--- src/rtl/olist_pkg.sv ---
package olist_pkg;

	// request codes
	localparam logic [2:0] REQ_INS_HEAD = 3'd0;
	localparam logic [2:0] REQ_INS_TAIL = 3'd1;
	localparam logic [2:0] REQ_INS_POS  = 3'd2;
	localparam logic [2:0] REQ_POP_HEAD = 3'd3;
	localparam logic [2:0] REQ_POP_TAIL = 3'd4;
	localparam logic [2:0] REQ_REMOVE   = 3'd5;
	localparam logic [2:0] REQ_SEARCH   = 3'd6;

	// status codes
	localparam logic [2:0] ST_OK       = 3'd0;
	localparam logic [2:0] ST_EMPTY    = 3'd1;
	localparam logic [2:0] ST_BADPOS   = 3'd2;
	localparam logic [2:0] ST_FULL     = 3'd3;
	localparam logic [2:0] ST_NOTFOUND = 3'd4;

	typedef struct packed {
		logic [2:0]  req_type;
		logic [31:0] item_value;
		logic [6:0]  insert_position;
	} olist_req_t;

	typedef struct packed {
		logic [31:0] removed_value;
		logic [5:0]  found_position;
		logic [2:0]  status;
		logic [6:0]  entry_count;
	} olist_rsp_t;

endpackage

--- src/rtl/olist_ram.sv ---
module olist_ram #(
	parameter int WIDTH = 32,
	parameter int DEPTH = 64
) (
	input  logic                     clk,
	input  logic                     we,
	input  logic [$clog2(DEPTH)-1:0] waddr,
	input  logic [WIDTH-1:0]         wdata,
	input  logic                     re,
	input  logic [$clog2(DEPTH)-1:0] raddr,
	output logic [WIDTH-1:0]         rdata
);

	logic [WIDTH-1:0] mem_q [DEPTH];

	// write port and registered read port, read data held between reads
	always_ff @(posedge clk) begin
		if (we) begin
			mem_q[waddr] <= wdata;
		end
		if (re) begin
			rdata <= mem_q[raddr];
		end
	end

endmodule

--- src/rtl/ordered_list_engine.sv ---
// Bounded ordered list of data words held as a doubly linked list in three node
// memories (data, forward link, backward link) with a free list. One request is
// accepted when start is high and busy is low; its single result appears on
// result for exactly one cycle with done high and must be taken then. Head and
// tail inserts read the free node's link and then link the new node in; pops
// read the end node, unlink it and push it onto the free list; errors go
// straight to the response state. Position insert, value removal and search
// walk the list from the head at one node per cycle through the memory read
// ports; a search or removal with no match stops after the last entry. Busy
// stays high until the cycle after done. No initialisation pass is needed
// after reset.
module ordered_list_engine #(
	parameter int CAPACITY   = 64,
	parameter int DATA_WIDTH = 32
) (
	input  logic                  clk,
	input  logic                  arst_n,
	input  logic                  start,
	input  olist_pkg::olist_req_t request,
	output logic                  busy,
	output logic                  done,
	output olist_pkg::olist_rsp_t result
);

	import olist_pkg::*;

	localparam int IW = $clog2(CAPACITY);
	localparam int CW = $clog2(CAPACITY + 1);
	localparam int PW = (CW > 7) ? CW : 7;
	localparam int SW = (DATA_WIDTH < 32) ? DATA_WIDTH : 32;

	localparam logic [3:0] S_IDLE   = 4'd0;
	localparam logic [3:0] S_WSTART = 4'd1;
	localparam logic [3:0] S_WALK   = 4'd2;
	localparam logic [3:0] S_POPRD  = 4'd3;
	localparam logic [3:0] S_REMOVE = 4'd4;
	localparam logic [3:0] S_GIVE   = 4'd5;
	localparam logic [3:0] S_ALLOC  = 4'd6;
	localparam logic [3:0] S_LINK   = 4'd7;
	localparam logic [3:0] S_LINK2  = 4'd8;
	localparam logic [3:0] S_RESP   = 4'd9;

	localparam logic [1:0] K_HEAD = 2'd0;
	localparam logic [1:0] K_TAIL = 2'd1;
	localparam logic [1:0] K_MID  = 2'd2;

	// control state
	logic [3:0]    state_q, state_d;
	logic [IW-1:0] head_q, head_d, tail_q, tail_d, free_q, free_d;
	logic [CW-1:0] count_q, count_d, hwm_q, hwm_d;

	// per-transaction working registers
	logic [2:0]    op_q, op_d;
	logic [SW-1:0] val_q, val_d;
	logic [6:0]    pos_q, pos_d;
	logic [1:0]    kind_q, kind_d;
	logic [IW-1:0] cur_q, cur_d, nx_q, nx_d, nn_q, nn_d;
	logic [CW-1:0] i_q, i_d;
	logic [31:0]   removed_q, removed_d;
	logic [5:0]    found_q, found_d;
	logic [2:0]    status_q, status_d;

	// memory ports
	logic          d_we, n_we, p_we, d_re, n_re, p_re;
	logic [IW-1:0] d_waddr, n_waddr, p_waddr, d_raddr, n_raddr, p_raddr;
	logic [SW-1:0] d_wdata, d_rdata;
	logic [IW-1:0] n_wdata, p_wdata, n_rdata, p_rdata;

	logic          full, pristine;
	logic [IW-1:0] fresh_next;

	olist_ram #(.WIDTH(SW), .DEPTH(CAPACITY)) u_data (
		.clk(clk), .we(d_we), .waddr(d_waddr), .wdata(d_wdata),
		.re(d_re), .raddr(d_raddr), .rdata(d_rdata)
	);

	olist_ram #(.WIDTH(IW), .DEPTH(CAPACITY)) u_next (
		.clk(clk), .we(n_we), .waddr(n_waddr), .wdata(n_wdata),
		.re(n_re), .raddr(n_raddr), .rdata(n_rdata)
	);

	olist_ram #(.WIDTH(IW), .DEPTH(CAPACITY)) u_prev (
		.clk(clk), .we(p_we), .waddr(p_waddr), .wdata(p_wdata),
		.re(p_re), .raddr(p_raddr), .rdata(p_rdata)
	);

	// free node never handed out yet: its link is the implicit chain
	assign full       = (count_q >= CW'(CAPACITY));
	assign pristine   = (hwm_q < CW'(CAPACITY)) && (free_q == IW'(hwm_q));
	assign fresh_next = (free_q == IW'(CAPACITY - 1)) ? '0 : free_q + IW'(1);

	// sequencer
	always_comb begin
		state_d   = state_q;
		head_d    = head_q;
		tail_d    = tail_q;
		free_d    = free_q;
		count_d   = count_q;
		hwm_d     = hwm_q;
		op_d      = op_q;
		val_d     = val_q;
		pos_d     = pos_q;
		kind_d    = kind_q;
		cur_d     = cur_q;
		nx_d      = nx_q;
		nn_d      = nn_q;
		i_d       = i_q;
		removed_d = removed_q;
		found_d   = found_q;
		status_d  = status_q;
		d_we = 1'b0; d_waddr = '0; d_wdata = '0; d_re = 1'b0; d_raddr = '0;
		n_we = 1'b0; n_waddr = '0; n_wdata = '0; n_re = 1'b0; n_raddr = '0;
		p_we = 1'b0; p_waddr = '0; p_wdata = '0; p_re = 1'b0; p_raddr = '0;

		unique case (state_q)
			S_IDLE: begin
				if (start) begin
					op_d      = request.req_type;
					val_d     = SW'(request.item_value);
					pos_d     = request.insert_position;
					removed_d = '0;
					found_d   = '0;
					status_d  = ST_OK;
					state_d   = S_RESP;
					unique case (request.req_type)
						REQ_INS_HEAD, REQ_INS_TAIL: begin
							if (full) begin
								status_d = ST_FULL;
							end else begin
								kind_d  = (request.req_type == REQ_INS_HEAD) ? K_HEAD : K_TAIL;
								state_d = S_ALLOC;
							end
						end
						REQ_INS_POS: begin
							if (PW'(request.insert_position) > PW'(count_q)) begin
								status_d = ST_BADPOS;
							end else if (full) begin
								status_d = ST_FULL;
							end else if (request.insert_position == 7'd0) begin
								kind_d  = K_HEAD;
								state_d = S_ALLOC;
							end else if (PW'(request.insert_position) == PW'(count_q)) begin
								kind_d  = K_TAIL;
								state_d = S_ALLOC;
							end else begin
								kind_d  = K_MID;
								state_d = S_WSTART;
							end
						end
						REQ_POP_HEAD, REQ_POP_TAIL: begin
							if (count_q == '0) begin
								status_d = ST_EMPTY;
							end else begin
								state_d = S_POPRD;
							end
						end
						REQ_REMOVE, REQ_SEARCH: begin
							if (count_q == '0) begin
								status_d = ST_NOTFOUND;
							end else begin
								state_d = S_WSTART;
							end
						end
						default: begin
							status_d = ST_OK;
						end
					endcase
				end
			end

			// first read of the walk at the head
			S_WSTART: begin
				d_re = 1'b1; n_re = 1'b1; p_re = 1'b1;
				d_raddr = head_q; n_raddr = head_q; p_raddr = head_q;
				cur_d   = head_q;
				i_d     = '0;
				state_d = S_WALK;
			end

			// read data belongs to cur_q at step i_q
			S_WALK: begin
				if (op_q == REQ_INS_POS) begin
					if (PW'(i_q) + PW'(1) == PW'(pos_q)) begin
						nx_d    = n_rdata;
						state_d = S_ALLOC;
					end else begin
						d_re = 1'b1; n_re = 1'b1; p_re = 1'b1;
						d_raddr = n_rdata; n_raddr = n_rdata; p_raddr = n_rdata;
						cur_d = n_rdata;
						i_d   = i_q + CW'(1);
					end
				end else if (d_rdata == val_q) begin
					if (op_q == REQ_SEARCH) begin
						found_d = 6'(i_q);
						state_d = S_RESP;
					end else begin
						state_d = S_REMOVE;
					end
				end else if (i_q + CW'(1) == count_q) begin
					status_d = ST_NOTFOUND;
					state_d  = S_RESP;
				end else begin
					d_re = 1'b1; n_re = 1'b1; p_re = 1'b1;
					d_raddr = n_rdata; n_raddr = n_rdata; p_raddr = n_rdata;
					cur_d = n_rdata;
					i_d   = i_q + CW'(1);
				end
			end

			S_POPRD: begin
				cur_d = (op_q == REQ_POP_HEAD) ? head_q : tail_q;
				d_re = 1'b1; n_re = 1'b1; p_re = 1'b1;
				d_raddr = cur_d; n_raddr = cur_d; p_raddr = cur_d;
				i_d     = '0;
				state_d = S_REMOVE;
			end

			// unlink cur_q from its neighbours
			S_REMOVE: begin
				if (op_q == REQ_POP_HEAD || op_q == REQ_POP_TAIL) begin
					removed_d = 32'(d_rdata);
				end
				state_d = S_GIVE;
				priority if (op_q == REQ_POP_HEAD || (op_q == REQ_REMOVE && i_q == '0)) begin
					if (count_q > CW'(1)) begin
						head_d = n_rdata;
					end
				end else if (op_q == REQ_POP_TAIL || i_q + CW'(1) == count_q) begin
					if (count_q > CW'(1)) begin
						tail_d = p_rdata;
					end
				end else begin
					n_we = 1'b1; n_waddr = p_rdata; n_wdata = n_rdata;
					p_we = 1'b1; p_waddr = n_rdata; p_wdata = p_rdata;
				end
			end

			// push the freed node onto the free list
			S_GIVE: begin
				n_we = 1'b1; n_waddr = cur_q; n_wdata = free_q;
				free_d  = cur_q;
				count_d = count_q - CW'(1);
				state_d = S_RESP;
			end

			S_ALLOC: begin
				n_re    = 1'b1;
				n_raddr = free_q;
				state_d = S_LINK;
			end

			// take the free node and link it in
			S_LINK: begin
				d_we = 1'b1; d_waddr = free_q; d_wdata = val_q;
				if (pristine) begin
					free_d = fresh_next;
					hwm_d  = hwm_q + CW'(1);
				end else begin
					free_d = n_rdata;
				end
				count_d = count_q + CW'(1);
				nn_d    = free_q;
				state_d = S_RESP;
				unique case (kind_q)
					K_HEAD: begin
						if (count_q != '0) begin
							n_we = 1'b1; n_waddr = free_q; n_wdata = head_q;
							p_we = 1'b1; p_waddr = head_q; p_wdata = free_q;
						end else begin
							tail_d = free_q;
						end
						head_d = free_q;
					end
					K_TAIL: begin
						if (count_q != '0) begin
							p_we = 1'b1; p_waddr = free_q; p_wdata = tail_q;
							n_we = 1'b1; n_waddr = tail_q; n_wdata = free_q;
						end else begin
							head_d = free_q;
						end
						tail_d = free_q;
					end
					default: begin
						n_we = 1'b1; n_waddr = free_q; n_wdata = nx_q;
						p_we = 1'b1; p_waddr = free_q; p_wdata = cur_q;
						state_d = S_LINK2;
					end
				endcase
			end

			S_LINK2: begin
				n_we = 1'b1; n_waddr = cur_q; n_wdata = nn_q;
				p_we = 1'b1; p_waddr = nx_q;  p_wdata = nn_q;
				state_d = S_RESP;
			end

			S_RESP: begin
				state_d = S_IDLE;
			end

			default: begin
				state_d = S_IDLE;
			end
		endcase
	end

	// control registers
	always_ff @(posedge clk or negedge arst_n) begin
		if (!arst_n) begin
			state_q <= S_IDLE;
			head_q  <= '0;
			tail_q  <= '0;
			free_q  <= '0;
			count_q <= '0;
			hwm_q   <= '0;
		end else begin
			state_q <= state_d;
			head_q  <= head_d;
			tail_q  <= tail_d;
			free_q  <= free_d;
			count_q <= count_d;
			hwm_q   <= hwm_d;
		end
	end

	// working registers
	always_ff @(posedge clk) begin
		op_q      <= op_d;
		val_q     <= val_d;
		pos_q     <= pos_d;
		kind_q    <= kind_d;
		cur_q     <= cur_d;
		nx_q      <= nx_d;
		nn_q      <= nn_d;
		i_q       <= i_d;
		removed_q <= removed_d;
		found_q   <= found_d;
		status_q  <= status_d;
	end

	// result transaction
	assign busy                  = (state_q != S_IDLE);
	assign done                  = (state_q == S_RESP);
	assign result.removed_value  = removed_q;
	assign result.found_position = found_q;
	assign result.status         = status_q;
	assign result.entry_count    = 7'(count_q);

endmodule

--- config.mk ---
export PLATFORM = sky130hd
export DESIGN_NAME = ordered_list_engine
export DESIGN_NICKNAME = d
export VERILOG_FILES = /design/src/rtl/olist_pkg.sv /design/src/rtl/olist_ram.sv /design/src/rtl/ordered_list_engine.sv
export SDC_FILE = /design/constraint.sdc
export NUM_CORES = 2
export LEC_CHECK = 0
export ABC_AREA = 1
export ABC_CLOCK_PERIOD_IN_PS = 7000
export BUFFER_PORTS_ARGS = -buffer_cell sky130_fd_sc_hd__clkbuf_2
export CORE_ASPECT_RATIO = 1.2
export CORE_MARGIN = 2
export CORE_UTILIZATION = 30
export DETAILED_ROUTE_END_ITERATION = 8
export GPL_TIMING_DRIVEN = 0
export HOLD_SLACK_MARGIN = 0.06
export PLACE_DENSITY_LB_ADDON = 0.08
export SLEW_MARGIN = 40
export SYNTH_ARGS = -nofsm -noshare
export SYNTH_HDL_FRONTEND = slang
export SYNTH_SLANG_ARGS = --single-unit
export TNS_END_PERCENT = 1
--- constraint.sdc ---
create_clock -name clk -period 7 [get_ports clk]
set_clock_uncertainty 0.15 [all_clocks]
set_input_delay 0.7 -clock clk [delete_from_list [all_inputs] [get_ports clk]]
set_output_delay 0.7 -clock clk [all_outputs]
set_load 0.02 [all_outputs]
==> Word-level counts from Yosys, hierarchy flattened <==
Memory sizes are Yosys's and may differ from the RTL's. A register that Yosys moved wholly into a read port is not among the register bits.
Cells that the tools add are included.
{ "word_totals": {"in_bits": 45, "memories": 3, "out_inout_bits": 50, "ram_bits": 2816, "register_bits": 146} }
{ "classes": {"muxes": 108, "reduce_logical": 39, "add_sub_neg": 5, "n_lt_le_gt_ge": 4, "eq_ne": 49} }
{ "mem_list": {"columns": ["memory", "depth", "word_bits", "read_ports", "rd_ports_with_merged_regs", "wr", "line_no", "text"], "rows": [
  ["u_data.mem_q", 64, 32, 1, 1, 1, "olist_ram.sv:14", "logic [WIDTH-1:0] mem_q [DEPTH];"],
  ["u_next.mem_q", 64, 6, 1, 1, 1, "olist_ram.sv:14", null],
  ["u_prev.mem_q", 64, 6, 1, 1, 1, "olist_ram.sv:14", null]
]} }
{ "ops": {"columns": ["operator", "count"], "rows": [
  ["$mux W6", 29],
  ["$pmux W6 S2", 10],
  ["$mux W32", 3],
  ["$pmux W6 S3", 5],
  ["$pmux W32 S2", 1],
  ["$pmux W6 S4", 2],
  ["$mux W4", 11],
  ["$eq A32 B32 Y1", 1],
  ["$pmux W4 S8", 1],
  ["$mux W7", 4],
  ["$ne A2 B2 Y1 const B", 14],
  ["$pmux W7 S2", 2],
  ["$mux W3", 8],
  ["$add A7 B1 Y7 const B", 3],
  ["$eq A7 B7 Y1", 3],
  ["$logic_not A7 Y1", 3],
  ["$eq A3 B3 Y1 const B", 6],
  ["$mux W1", 18],
  ["$ne A3 B3 Y1 const B", 6],
  ["$eq A4 B3 Y1 const B", 4],
  ["$pmux W4 S4", 1],
  ["$reduce_and A5 Y1", 3],
  ["$eq A3 B2 Y1 const B", 4],
  ["$mux W2", 6],
  ["other kinds (35)", 57]
]} }

==> Logic depth before layout (Yosys ltp) <==
{ "depth": {"depth_word": 8, "mapped_depth": 25, "ltp_nobuf": 23} }

==> By module <==
Synthesis repeated with hierarchy kept, for this count alone.
{ "hier_totals": {"hier_cells": 10591, "hier_area_um2": 123622.3} }
{ "by_module_without_submodules": {"columns": ["mod", "cells_each", "instances", "area_per_inst_um2", "seq_area_each_um2"], "rows": [
  ["olist_ram at u_data", 6785, 1, 83106.0, 62459.9],
  ["olist_ram at u_next", 1393, 1, 16002.8, 11711.2],
  ["olist_ram at u_prev", 1376, 1, 15990.3, 11711.2],
  ["ordered_list_engine", 1037, 1, 8523.2, 4204.0]
]} }

==> Least setup slack after synthesis <==
Ideal clock, no wire load.
{ "synth_path": {"path_kind": "flip-flop to flip-flop", "from": "register op_q[1]", "to": "register removed_q[0], enable pin", "arrival_ns": 4.061, "period_less_slack_ns": 4.712, "setup_time_ns": 0.502, "path_stages_with_launch": 6, "required_time_ns": 6.348, "n_path_buf": 1, "slack_ns": 2.288, "path_cell_list": "edfxtp_1 nand2_1 nor2_1 clkbuf_1 nor3_1 nor4_1"} }
{ "synth_via": {"elab_chain_cells": 4} }
{ "synth_rtl": {"columns": ["item", "line_no", "text"], "rows": [
  ["start: declaration", "ordered_list_engine.sv:53", "logic [2:0] op_q, op_d;"],
  ["start signal: assignment", "ordered_list_engine.sv:328", "op_q <= op_d;"],
  ["$eq A3 B2 Y1 or $eq A3 B3 Y1 (tied branches)", "ordered_list_engine.sv:220", "if (op_q == REQ_POP_HEAD || op_q == REQ_POP_TAIL) begin"],
  ["$logic_or A1 B1 Y1 (*)", "ordered_list_engine.sv:220", null],
  ["$ne A2 B2 Y1 (no source line) (*)", null, null],
  ["$reduce_and A3 Y1 (no source line) (*)", null, null],
  ["end signal: assignment", "ordered_list_engine.sv:336", "removed_q <= removed_d;"],
  ["end: declaration", "ordered_list_engine.sv:59", "logic [31:0] removed_q, removed_d;"]
]} }
Mark *: on every way between the ends. The rest lies on a longest branch, timed or not.
A chain may end at the register's enable or synchronous reset.

==> Final worst setup path <==
{ "layout_path": {"from": "register i_q[0]", "to": "register u_data.rdata[19] (read register of u_data.mem_q) (data pin)"} }
{ "layout_via": {"elab_chain_cells": 6} }
{ "layout_rtl": {"columns": ["item", "line_no", "text"], "rows": [
  ["start: declaration", "ordered_list_engine.sv:58", "logic [CW-1:0] i_q, i_d;"],
  ["start signal: assignment", "ordered_list_engine.sv:335", "i_q <= i_d;"],
  ["$add A7 B1 Y7 (*)", "ordered_list_engine.sv:183, ordered_list_engine.sv:199", null],
  ["$eq A7 B7 Y1", "ordered_list_engine.sv:199", "end else if (i_q + CW'(1) == count_q) begin"],
  ["$mux W6 or $mux W1 (tied branches)", "ordered_list_engine.sv:199", null],
  ["$mux W6 or $mux W1 (tied branches)", "ordered_list_engine.sv:192", "end else if (d_rdata == val_q) begin"],
  ["$mux W6 or $mux W1 (tied branches)", "ordered_list_engine.sv:182", "if (op_q == REQ_INS_POS) begin"],
  ["$pmux W6 S3 or $pmux W1 S2 (tied branches)", "ordered_list_engine.sv:115", "unique case (state_q)"],
  ["end: declaration", "olist_ram.sv:11", "output logic [WIDTH-1:0] rdata"]
]} }
Marked as above.

==> flow_metrics.py <==
metrics = {
    "run_status": {
        "status": "finished clean",
    },
    "detailed_routing": {
        "post-route-drc-count": 0,
        "wl_per_cell_um": 33.7,
        "postRouteAntennaNets": 0,
        "drt-pass1-iter-count": 6,
        "wl_um": 607000,
        "vias": 93801,
        "drt_iter0_markers": 10752,
        "vias_per_cell": 5.21,
    },
    "final_layout": {
        "register_area_um2": 90100,
        "drive_above_1_share_pct": 13.4,
        "final_cell_mix": "2970 x edfxtp_1, 1892 x nand3_1, 1883 x nand2_1",
        "multi_input_area_um2": 30400,
        "layout.nets": 12066,
        "final_cell_area_um2": 156000,
        "stdcell_count": 18006,
        "area_growth_pct": 22.0,
        "n_fill_cell": 42134,
        "final_common_cell": "edfxtp_1",
    },
    "worst_setup_path": {
        "cp.required_ns": 7.47,
        "start_kind": "flop",
        "worstPathMaxFanout": 10,
        "worstSetupEndpointType": "flop",
        "cp.arrival_ns": 7.26,
        "crit_type": "reg -> reg",
    },
    "clock_tree": {
        "htreeDepth": 5,
        "clk-insertion-delay-late_ns": 1.01,
        "tritoncts": "yes",
        "clock_path_buffers": 4,
        "cts-buffers-inserted": 344,
        "cts.clk_slew.worst_paths_ns": 0.06,
        "post_cts_buffers": 0,
        "cts_hold_buffers": 44,
        "root_buffer": "clkbuf_16",
        "cts_resized": 0,
        "cts_sinks": 3006,
    },
    "global_routing": {
        "grt.total_usage_pct": 27.4,
        "grt_pass1_wl_um": 805000,
        "grt_pass1_vias": 90346,
        "grt_overflow_total": 0,
        "antenna_found_initial": 54,
        "grt_max_degree": 37,
    },
    "sta": {
        "min_period_over_period_pct": 97.1,
        "fmax_mhz": 147,
        "fin_crit_ns": 6.79,
        "final_hold_viol_count": 0,
        "tightest_slew_ns": 0.967,
        "slew_headroom_pct": 35.5,
        "setup_viol": 0,
        "drv_slew": 0,
        "rsz0062_at_grt": "no",
    },
    "floorplanning": {
        "core_area_um2": 426000,
        "num_rows": 263,
        "initial_core_util_pct": 30.1,
        "dieArea_um2": 433000,
        "die-width_um": 601,
        "die_height_um": 720,
        "io_pins": 95,
    },
    "hold_path": {
        "hold_path.class": "in -> async",
    },
    "yosys": {
        "synth_cell_types": 49,
        "netlist.area_leader.share_pct": 69.6,
        "synth_edf_count": 2970,
        "ys_seq_elements": 3006,
        "avgSynthCellArea_um2": 11.5,
        "netlist_area_um2": 128000,
        "yosysSeqAreaShare_pct": 70.3,
        "synthTopCellsByArea": "edfxtp_1 70%, nand3_1 7.4%, nand2_1 5.5%",
        "syn_inst": 11114,
        "synth_top_area_cell": "edfxtp_1",
        "ys_warn_count": 0,
        "synth_nets": 11173,
        "ys.flop_type": "edfxtp_1",
        "async_flop_share_pct": 1.20,
    },
    "placement": {
        "dp_hpwl_um": 462000,
        "place.port_buffers": 94,
        "place_inst": 17314,
        "gp_congestion": 0.933,
        "placed_cell_area_um2": 145000,
    },
    "run": {
        "drv_cap": 0,
    },
    "power": {
        "p_per_area_nw_per_um2": 433,
        "ir_drop_uv": 309,
        "leakagePower_nw": 58.5,
    },
}
-- layer usage --
| layer | global-route usage (%) | share of wire [%] |
|---|---|---|
| met1 | 33.9 | 39 |
| met2 | 45.4 | 47 |
| met3 | 3.76 | 6.1 |
| met4 | 16.6 | 7.1 |
| met5 | 0 | 0.015 |
-- registers in the layout, summed over array words and instances (netlist names), 7 cells and up --
name and count:
u_data.mem_q 2048, u_next.mem_q 384, u_prev.mem_q 384, removed_q 32
u_data.rdata 32, val_q 32, count_q 7, hwm_q 7
i_q 7, pos_q 7
-- Yosys cell counts (3+ instances only) --
master     count
edfxtp_1    2970
nand3_1     1898
nand2_1     1889
inv_1       1477
o211ai_1     555
buf_2        394
nor2_1       369
a21oi_1      335
o21ai_0      265
clkbuf_1     230
nand4_1      201
nand3b_1     154
o21ai_1       94
buf_1         59
dfrtp_1       36
buf_4         22
xor2_1        18
xnor2_1       15
ha_1          14
inv_2         13
nor3_1        13
o221ai_1      13
clkinv_1       8
a211oi_1       7
nor2_2         7
o2111ai_1      7
a22oi_1        5
a31oi_1        5
o22ai_1        5
a22o_1         3
nand2_2        3
nand3_2        3
nor4_1         3
-- per-stage QoR --
stage	hold WS (ns)	TNS (ns)	power [mW]	util, %	setup WS (ns)
2_1_floorplan	0.254	0	34.8	-	2.29
3_3_place_gp	0.281	-8882.76	49.5	31.8	-3.79
3_5_place_dp	0.293	0	49.9	34.0	0.244
4_1_cts	0.180	0	67.9	36.6	0.228
5_1_grt	0.230	0	69.8	36.7	0.173
6_report	0.222	0	67.8	36.7	0.206
-- where the power goes --
| part | internal (mW) | switching (mW) | leakage [nW] |
|---|---|---|---|
| logic | 6.26 | 22.1 | 25.0 |
| registers | 21.0 | 0.462 | 28.3 |
| clock network | 10.1 | 7.82 | 5.25 |
-- cell families after synthesis --
family | Yosys count | share of synthesized area (%)
simple gates | 4545 | 16.1
fa+ha+maj | 14 | 0.137
compound gates | 1309 | 6.34
buf+inv | 2206 | 6.93
xor+xnor | 33 | 0.225
flops | 3006 | 70.3
mux | 1 | 0.00878
-- final timing paths --
check	startpoint	to	slack [ns]	cells past startpoint
min	arst_n	free_q[0]	0.22	2
min in group clk	request[26]	val_q[19]	0.27	2
max reg2reg	i_q[0]	u_data.rdata[19]	0.21	21
min reg2reg	free_q[2]	nn_q[2]	0.31	0
max in group asynchronous	arst_n	count_q[4]	6.01	2
max	i_q[0]	u_data.rdata[19]	0.21	21
-- worst max-delay path, stage by stage (launching register included) --
cell      delay [ns]
edfxtp_1        0.54
inv_1           0.22
ha_1            0.43
inv_1           0.11
nand2_1         0.07
nand4_1         0.09
nor2_1          0.11
nand2_1         0.07
nor2_1          0.19
nand2_1         0.13
nand3_2         0.09
nand2_4         0.14
nand2_1         0.13
nand2_2         0.39
inv_2           0.50
buf_2           0.79
clkbuf_1        0.63
nand3_1         0.21
nand3_1         0.19
nand3_1         0.58
nand3_1         0.23
nand2_1         0.31
-- area by class of cell --
| class | instances | share of cell area [%] |
|---|---|---|
| sequential | 3006 | 57.6 |
| multi-input combinational | 5902 | 19.4 |
| clock buffer | 429 | 5.84 |
| timing repair buffer | 547 | 5.75 |
| tap | 5697 | 4.56 |
| inverter | 1498 | 3.60 |
| buffer | 708 | 2.13 |
| clock inverter | 190 | 1.06 |
| antenna | 29 | 0.0464 |
Power figures use the tool's default switching activity.
